File: config.mk
export PLATFORM = sky130hd
export DESIGN_NAME = uvs_div_cell
export DESIGN_NICKNAME = d
export VERILOG_FILES = /design/src/hw/rtl/uvs_pkg.sv /design/src/hw/rtl/uvs_div_cell.sv
export SDC_FILE = /design/constraint.sdc
export NUM_CORES = 1
export LEC_CHECK = 0
export BUFFER_PORTS_ARGS = -buffer_cell sky130_fd_sc_hd__buf_4
export CELL_PAD_IN_SITES_DETAIL_PLACEMENT = 1
export CELL_PAD_IN_SITES_GLOBAL_PLACEMENT = 1
export CORE_MARGIN = 3
export CORE_UTILIZATION = 35
export CTS_CLUSTER_SIZE = 25
export DETAILED_ROUTE_END_ITERATION = 10
export PLACE_DENSITY = 0.77
export SYNTH_ARGS = -nofsm -noshare
export SYNTH_HDL_FRONTEND = slang
export SYNTH_SLANG_ARGS = --single-unit
File: constraint.sdc
create_clock -name clk_i -period 0.8 [get_ports clk_i]
set_input_delay 0.12 -clock clk_i [delete_from_list [all_inputs] [get_ports clk_i]]
set_output_delay 0.12 -clock clk_i [all_outputs]
set_load 0.05 [all_outputs]
File: src/hw/rtl/uvs_pkg.sv
// ----------------------------------------------------------------------------
// UV-sphere generator package
// Shared types, constants and tables for the sphere vertex and index pipeline.
// ----------------------------------------------------------------------------
package uvs_pkg;

  // Configuration register indexes.
  localparam logic [1:0] REG_RADIUS       = 2'd0;
  localparam logic [1:0] REG_SECTOR_COUNT = 2'd1;
  localparam logic [1:0] REG_STACK_COUNT  = 2'd2;

  localparam logic [15:0] RADIUS_RESET       = 16'd256;
  localparam logic [8:0]  SECTOR_COUNT_RESET = 9'd36;
  localparam logic [8:0]  STACK_COUNT_RESET  = 9'd18;

  localparam logic [8:0] MIN_SECTORS = 9'd3;
  localparam logic [8:0] MAX_SECTORS = 9'd256;
  localparam logic [8:0] MIN_STACKS  = 9'd2;
  localparam logic [8:0] MAX_STACKS  = 9'd256;

  // Divider: 17 quotient bits, one per cell.
  localparam int unsigned DIV_STEPS = 17;
  // CORDIC: 24 rotation cells.
  localparam int unsigned CORDIC_STEPS = 24;

  localparam logic signed [32:0] CORDIC_GAIN = 33'sd652032874;
  localparam logic signed [31:0] QUARTER_TURN = 32'sh4000_0000;
  localparam logic signed [22:0] COORD_LIMIT = 23'sd65535;

  typedef struct packed {
    logic [16:0] first;
    logic        quad_valid;
  } uvs_meta_t;

  // One restoring-division lane: partial remainder and a register that
  // shifts out numerator bits while shifting in quotient bits.
  typedef struct packed {
    logic [7:0]  rem;
    logic [16:0] nq;
  } div_lane_t;

  typedef struct packed {
    logic signed [32:0] x;
    logic signed [32:0] y;
    logic signed [31:0] z;
    logic               flip;
  } crd_lane_t;

  // Arctangent of 2^-k as a fraction of a full turn, 32 bits per turn.
  function automatic logic signed [31:0] atan_turn(input logic [4:0] k);
    logic signed [31:0] a;
    unique case (k)
      5'd0:  a = 32'sd536870912;
      5'd1:  a = 32'sd316933406;
      5'd2:  a = 32'sd167458907;
      5'd3:  a = 32'sd85004756;
      5'd4:  a = 32'sd42667331;
      5'd5:  a = 32'sd21354465;
      5'd6:  a = 32'sd10679838;
      5'd7:  a = 32'sd5340245;
      5'd8:  a = 32'sd2670163;
      5'd9:  a = 32'sd1335087;
      5'd10: a = 32'sd667544;
      5'd11: a = 32'sd333772;
      5'd12: a = 32'sd166886;
      5'd13: a = 32'sd83443;
      5'd14: a = 32'sd41722;
      5'd15: a = 32'sd20861;
      5'd16: a = 32'sd10430;
      5'd17: a = 32'sd5215;
      5'd18: a = 32'sd2608;
      5'd19: a = 32'sd1304;
      5'd20: a = 32'sd652;
      5'd21: a = 32'sd326;
      5'd22: a = 32'sd163;
      5'd23: a = 32'sd81;
      default: a = 32'sd0;
    endcase
    return a;
  endfunction

  // Clip a coordinate to the symmetric Q8.8 range.
  function automatic logic signed [16:0] sat_coord(input logic signed [22:0] v);
    logic signed [16:0] r;
    if (v > COORD_LIMIT) begin
      r = 17'sd65535;
    end else if (v < -COORD_LIMIT) begin
      r = -17'sd65535;
    end else begin
      r = v[16:0];
    end
    return r;
  endfunction

endpackage

File: src/hw/rtl/uvs_div_cell.sv
// ----------------------------------------------------------------------------
// UV-sphere divider cell
// One restoring-division step for the sector and stack phase lanes.
// ----------------------------------------------------------------------------
module uvs_div_cell (
  input  logic              clk_i,
  input  logic              rst_ni,
  input  logic              en_i,
  input  logic              vld_i,
  input  logic [8:0]        sec_div_i,
  input  logic [8:0]        stk_div_i,
  input  uvs_pkg::div_lane_t sec_i,
  input  uvs_pkg::div_lane_t stk_i,
  input  uvs_pkg::uvs_meta_t meta_i,
  output logic              vld_o,
  output uvs_pkg::div_lane_t sec_o,
  output uvs_pkg::div_lane_t stk_o,
  output uvs_pkg::uvs_meta_t meta_o
);
  import uvs_pkg::*;

  function automatic div_lane_t div_step(input div_lane_t l, input logic [8:0] d);
    logic [8:0] r2;
    logic       ge;
    div_lane_t  o;
    r2 = {l.rem, l.nq[16]};
    ge = (r2 >= d);
    o.rem = ge ? 8'(r2 - d) : r2[7:0];
    o.nq  = {l.nq[15:0], ge};
    return o;
  endfunction

  logic vld_q;

  always_ff @(posedge clk_i or negedge rst_ni) begin
    if (!rst_ni) begin
      vld_q <= 1'b0;
    end else if (en_i) begin
      vld_q <= vld_i;
    end
  end

  always_ff @(posedge clk_i) begin
    if (en_i) begin
      sec_o  <= div_step(sec_i, sec_div_i);
      stk_o  <= div_step(stk_i, stk_div_i);
      meta_o <= meta_i;
    end
  end

  assign vld_o = vld_q;

endmodule

==> results of run 1 <==
-- cells by family (layout without fill, tap and decap cells) --
family / count (synthesis) / after routing / share of synthesized area (%)
simple gates: 29 / 29 / 4.86
fa+ha+maj: 20 / 20 / 8.52
mux: 18 / 18 / 6.23
buf+inv: 26 / 309 / 3.13
compound gates: 39 / 39 / 9.20
xor+xnor: 6 / 6 / 1.69
flops: 69 / 69 / 66.4
-- worst min-delay path by stage --
stage	from	endpoint	slack (ps)
2_1_floorplan	rst_ni	vld_o$_DFFE_PN0P_	-180
3_3_place_gp	rst_ni	vld_o$_DFFE_PN0P_	-100
3_5_place_dp	rst_ni	vld_o$_DFFE_PN0P_	-100
4_1_cts	vld_i	vld_o$_DFFE_PN0P_	10
5_1_grt	rst_ni	vld_o$_DFFE_PN0P_	70
6_report	rst_ni	vld_o$_DFFE_PN0P_	70
-- report_power, final --
part	internal [mW]	switching [mW]	total, mW
sequential	4.39	0.249	4.64
combinational	2.05	2.57	4.61
clock	1.46	1.73	3.19
-- placed cells by master (no fill, tap or decap), drive strengths merged, types with 3 or more instances in the layout --
cell type | Yosys | final
clkbuf | 0 | 9
inv | 26 | 27
xnor2 | 4 | 4
mux2 | 11 | 11
nor2b | 4 | 4
a21oi | 12 | 12
edfxtp | 68 | 68
dlygate4sd3 | 0 | 52
a21o | 4 | 4
o21ai | 6 | 6
ha | 18 | 18
nand3 | 4 | 4
nor3 | 3 | 3
nand2b | 4 | 4
nor2 | 6 | 6
mux2i | 7 | 7
clkinv | 0 | 4
buf | 0 | 215
nand2 | 3 | 3
-- synth_stat cells (all sizes together) --
| master | number |
|---|---|
| a311o | 2 |
| o21a | 2 |
| o21ai | 6 |
| nand2 | 3 |
| a221oi | 1 |
| nor3 | 3 |
| nor2 | 6 |
| nand3 | 4 |
| mux2i | 7 |
| o211ai | 2 |
| a2111oi | 2 |
| and2 | 2 |
| o31a | 2 |
| nor2b | 4 |
| a221o | 2 |
| nand4 | 2 |
| a31oi | 2 |
| edfxtp | 68 |
| a21oi | 12 |
| dfrtp | 1 |
| nand2b | 4 |
| nor4 | 1 |
| a21o | 4 |
| xnor2 | 4 |
| xor2 | 2 |
| inv | 26 |
| fa | 2 |
| ha | 18 |
| a211oi | 2 |
| mux2 | 11 |
-- flip-flops by register name, summed over array words and instances, names as in the netlist --
signal and cells:
sec_o 25, vld_o 1, stk_o 25, meta_o 18
-- stage by stage --
| step | std cells | area, sq um | utilization (%) |
|---|---|---|---|
| after detailed placement | 513 | 5010 | 59.4 |
| after CTS | 590 | 6150 | 73.0 |
| after global placement | 513 | 5010 | 59.4 |
| final | 595 | 6260 | 74.3 |
| after floorplan | 207 | 3320 | - |
| after global routing | 595 | 6260 | 74.3 |
-- timing repair --
action / CTS / global route
hold endpoints to repair: 51 / 1
hold buffers: 51 / 1
pin swaps: 21 / 9
endpoints found under the setup margin: 87 / 88
gates cloned: 0 / 0
setup buffers: 11 / 5
gates resized for setup: 99 / 22
-- per-layer routing --
| metal | share of wire, % | vias up | global-route usage (%) | wire length (um) |
|---|---|---|---|---|
| met5 | 0 | - | 0 | 0 |
| met4 | 3.8 | 0 | 6.53 | 706 |
| met3 | 8.8 | 55 | 8.06 | 1660 |
| met2 | 50 | 253 | 53.1 | 9390 |
| met1 | 37 | 1705 | 42.5 | 6970 |
| li1 | - | 1337 | - | - |
-- layout make-up --
type	instances	area, sq um
inverters	26	115
repair buffers	267	2520
well taps	105	131
fillers	753	2160
multi-input cells	112	1230
flip-flops and latches	69	2070
clock buffers	9	124
clock inverters	7	73.8
==> flow_metrics.py, run 1 <==
metrics = {
    "job": {
        "cap_violations": 0,
    },
    "critical_path": {
        "crit_buf_inv": 2,
        "reg2reg_depth": 2,
        "critPathMaxFanout": 2,
        "cp_top_family": "adder cells",
        "worstSetupPathDepth": 9,
        "crit_slowest_cell": "fa_2",
        "crit_required_ps": 920,
        "worstSetupPathType": "input port to flip-flop",
        "start_kind": "input port",
        "critPathArrivalTime_ps": 1750,
        "cp_cell_sequence": "buf_6 > inv_4 > ha_4 > fa_2 > nor2b_2 > o31a_1 > nor4_1 > a311o_1 > mux2_4",
        "r2r_start": "vld_o$_DFFE_PN0P_",
        "r2r_end": "vld_o$_DFFE_PN0P_",
        "max_stage_delay_ps": 370,
        "cp-end-kind": "flip-flop",
        "reg2reg_slack_ps": -130,
        "endpoint": "sec_o[23]$_DFFE_PP_",
        "cp-startpoint": "sec_i[16]",
    },
    "sta": {
        "slew_violations": 0,
        "post-route-period-util_pct": 205,
        "max-slew-margin-rel_pct": 71.2,
        "hold_violations": 0,
        "min_period_ps": 1640,
        "tightest_slew_ps": 431,
        "fmax_mhz": 611,
        "fin_skew_ps": 0,
        "setup_violations": 88,
        "rsz0062_at_grt": "yes",
        "setup_ws_ps": -836,
        "timing.hold.ws_ps": 68.7,
        "setup_tns_ps": -32730,
    },
    "cts": {
        "cts_buffers": 9,
        "htree_num_levels": 3,
        "insertion_delay_ps": 350,
        "clock-sinks": 69,
        "cts_buffer_depth": 2,
        "cts_tree": "done",
        "path_clk_slew_ps": 90,
        "root_buffer": "clkbuf_8",
    },
    "logic_synthesis": {
        "synth_area_sq_um": 3110,
        "synth_top_area_share_pct": 65.6,
        "synth-seq-cells": 69,
        "postSynthAreaPerCell_sq_um": 15.0,
        "synthCells": 207,
        "yosysTopAreaCell": "edfxtp_1",
        "yosys-top-cells-area": "edfxtp_1 (66%), ha_1 (7.2%), mux2_2 (4.0%)",
        "synth_cell_types": 32,
        "ys_warn_count": 0,
        "synthesis.nets": 317,
        "seq_area_frac_synth_pct": 66.4,
    },
    "detailed_routing": {
        "vias_per_cell": 5.63,
        "routedWlPerCell_um": 31.5,
        "wl_mm": 18.7,
        "ant_nets": 0,
        "drc": 0,
        "firstDrtPassIters": 5,
        "drt_iter0_drc": 219,
        "vias": 3350,
    },
    "floorplan": {
        "die_area_sq_um": 10100,
        "pin_count": 159,
        "die_x_um": 100,
        "initial_core_util_pct": 37.0,
        "die_h_um": 100,
        "rows": 33,
        "core_area_sq_um": 8420,
    },
    "global_route": {
        "grt_pass1_vias": 3435,
        "grt_usage_pct": 32.0,
        "globalRouteOverflowTotal": 0,
        "antenna_found_initial": 0,
        "grt_max_degree": 32,
        "grt_pass1_wl_mm": 23.4,
    },
    "outcome": {
        "outcome": "finished with violations",
        "violations": "setup timing",
    },
    "pwr": {
        "finalPower_mw": 12.4,
        "powerDensity_nw_per_um2": 1990,
        "power_leakage_nw": 2.74,
        "max-vdd-ir-drop_v": 0.00173,
    },
    "final_layout": {
        "drive_above_1_share_pct": 59.2,
        "areaGrowthSynthToFinish_pct": 101,
        "antennaDiodeCount": 0,
        "layout.nets": 595,
    },
    "placed_design": {
        "hpwl_mm": 8.24,
        "io_buffers": 158,
        "dp_worst_setup_slack_ps": -1230,
        "routabilityCongestion": 0.767,
    },
    "worst_hold_path": {
        "hp-class": "input port to asynchronous set/reset pin",
    },
}
(Power assumes the default switching activity.)
==> run 2: changes to the inputs <==
- CORE_UTILIZATION: 35 -> 32
- PLACE_DENSITY: 0.77 -> 0.74
- RECOVER_POWER: default -> 50
- clock period: 0.8 -> 1.3 ns (I/O delays scaled with it)
==> run 2 against run 1 <==
Net effect: the run still ends with setup timing left; sequential cell count is the same; register-to-register slack improved by 650 ps; global-route usage decreased by 12 points; final cell count shrank 5.2%; routed wire length fell by 40%; via count shrank 21%; non-clock buffer count down 55.
==> flow_metrics.py, run 2 (synthesis gave the netlist of run 1 again) <==
metrics = {
    "outcome": {
        "outcome": "finished with violations",
        "violations": "setup timing",
    },
    "detailed_routing": {
        "routedWlPerCell_um": 20.0,
        "ant_nets": 0,
        "met2_length_mm": 5.96,
        "dr_wl_met3_um": 961,
        "firstDrtPassIters": 4,
        "wl_mm": 11.3,
        "drt_iter0_drc": 123,
        "drt-met1-wl_mm": 4.18,
        "drc": 0,
        "top_layer_used": "met4",
        "vias": 2636,
        "vias_per_cell": 4.67,
    },
    "critical_path": {
        "cp-startpoint": "sec_i[16]",
        "critPathMaxFanout": 3,
        "worstSetupPathType": "input port to flip-flop",
        "cp-end-kind": "flip-flop",
        "crit_required_ps": 1390,
        "worstSetupPathDepth": 9,
        "r2r_end": "vld_o$_DFFE_PN0P_",
        "start_kind": "input port",
        "crit_slowest_cell": "fa_2",
        "crit_buf_inv": 2,
        "cp_cell_sequence": "buf_4 > inv_2 > ha_4 > fa_2 > nor2b_2 > o31a_1 > nor4_1 > a311o_1 > mux2_4",
        "reg2reg_depth": 1,
        "cp_top_family": "adder cells",
        "r2r_start": "vld_o$_DFFE_PN0P_",
        "critPathArrivalTime_ps": 1780,
        "reg2reg_slack_ps": 520,
        "endpoint": "sec_o[23]$_DFFE_PP_",
        "max_stage_delay_ps": 350,
    },
    "placed_design": {
        "dp_cells": 538,
        "io_buffers": 158,
        "routabilityCongestion": 0.798,
        "dp_worst_setup_slack_ps": -839,
        "hpwl_mm": 8.51,
    },
    "final_layout": {
        "top_regs": "sec_o (25), stk_o (25), meta_o (18)",
        "final_cell_mix": "buf_4 (145), edfxtp_1 (68), clkbuf_4 (50), inv_1 (17), ha_4 (13)",
        "drive_above_1_share_pct": 63.9,
        "areaGrowthSynthToFinish_pct": 74.2,
        "antennaDiodeCount": 0,
        "layout.nets": 540,
        "fillers": 953,
        "final_common_cell": "buf_4",
        "final-instance-count-excl-fill": 564,
    },
    "floorplan": {
        "pin_count": 159,
        "core_area_sq_um": 9330,
        "initial_core_util_pct": 33.4,
        "die_h_um": 105,
        "die_area_sq_um": 11000,
        "die_x_um": 105,
        "rows": 35,
    },
    "global_route": {
        "antenna_found_initial": 0,
        "grt_pass1_wl_mm": 16.8,
        "grt_usage_pct": 20.4,
        "grt_pass1_vias": 2855,
        "grt_max_degree": 46,
        "globalRouteOverflowTotal": 0,
    },
    "sta": {
        "min_period_ps": 1690,
        "tightest_slew_ps": 613,
        "rsz0062_at_grt": "yes",
        "fin_skew_ps": 0,
        "slew_violations": 0,
        "setup_tns_ps": -5060,
        "fmax_mhz": 592,
        "max-slew-margin-rel_pct": 59.1,
        "hold_violations": 0,
        "setup_ws_ps": -388,
        "setup_violations": 18,
        "post-route-period-util_pct": 130,
    },
    "cts": {
        "path_clk_slew_ps": 80,
        "insertion_delay_ps": 330,
        "htree_num_levels": 3,
        "cts_buffers": 9,
        "cts_buffer_depth": 2,
        "clock-sinks": 69,
        "root_buffer": "clkbuf_8",
        "cts_tree": "done",
    },
    "pwr": {
        "powerDensity_nw_per_um2": 1290,
        "power_leakage_nw": 2.38,
        "finalPower_mw": 6.98,
        "max-vdd-ir-drop_v": 0.000494,
    },
    "job": {
        "cap_violations": 0,
    },
    "worst_hold_path": {
        "hp-class": "input port to flip-flop",
        "hold_start": "sec_i[9]",
    },
}
-- run 2: cell count changes in the layout (fill, tap and decap cells not counted), sizes merged --
cell         previous run  this run
buf                   215       158
clkbuf                  9        62
dlygate4sd3            52         1
bufinv                  1         2
inv                    27        26
-- run 2: final cells by class --
cell class	instances	area [sq um]	area share, %
Clock buffer	9	124	2.28
Clock inverter	7	90.1	1.66
Inverter	26	110	2.03
Multi-Input combinational cell	112	1230	22.7
Sequential cell	69	2070	38.1
Tap cell	129	161	2.97
Timing Repair Buffer	212	1640	30.3
-- run 2: repair_timing --
| item | CTS | global route |
|---|---|---|
| endpoints found under the hold margin | 1 | 0 |
| setup buffers | 7 | 4 |
| resized for setup | 23 | 15 |
| setup endpoints to repair | 18 | 18 |
| hold buffers | 1 | 0 |
| pin swaps | 12 | 4 |
-- run 2: metal layers --
| metal | vias up | track usage, % |
|---|---|---|
| met5 | - | 0 |
| met4 | 0 | 6.84 |
| met3 | 17 | 7.16 |
| met2 | 107 | 36.1 |
| met1 | 1284 | 22.8 |
| li1 | 1228 | - |
-- run 2: stage by stage --
stage / utilization [%] / hold slack, ps / instance area (sq um)
floorplan: - / -101 / 3320
global placement: 53.8 / -29.7 / 5020
detailed placement: 53.8 / -28.5 / 5020
CTS: 57.6 / 18.9 / 5370
global route: 58.2 / 35.8 / 5430
finish: 58.2 / 55.7 / 5430
-- run 2: worst min-delay path by stage --
stage                           to  slack [ps]  cells after the start
3_3_place_gp     vld_o$_DFFE_PN0P_         -30                      1
2_1_floorplan    vld_o$_DFFE_PN0P_        -100                      0
4_1_cts        sec_o[10]$_DFFE_PP_          20                      1
5_1_grt         sec_o[4]$_DFFE_PP_          40                      1
3_5_place_dp     vld_o$_DFFE_PN0P_         -30                      1
6_report       sec_o[10]$_DFFE_PP_          60                      1
-- run 2: power by group --
part	internal, mW	switching (mW)	total, mW
Sequential	2.69	0.0725	2.77
Clock	1.07	0.823	1.89
Combinational	0.976	1.34	2.32
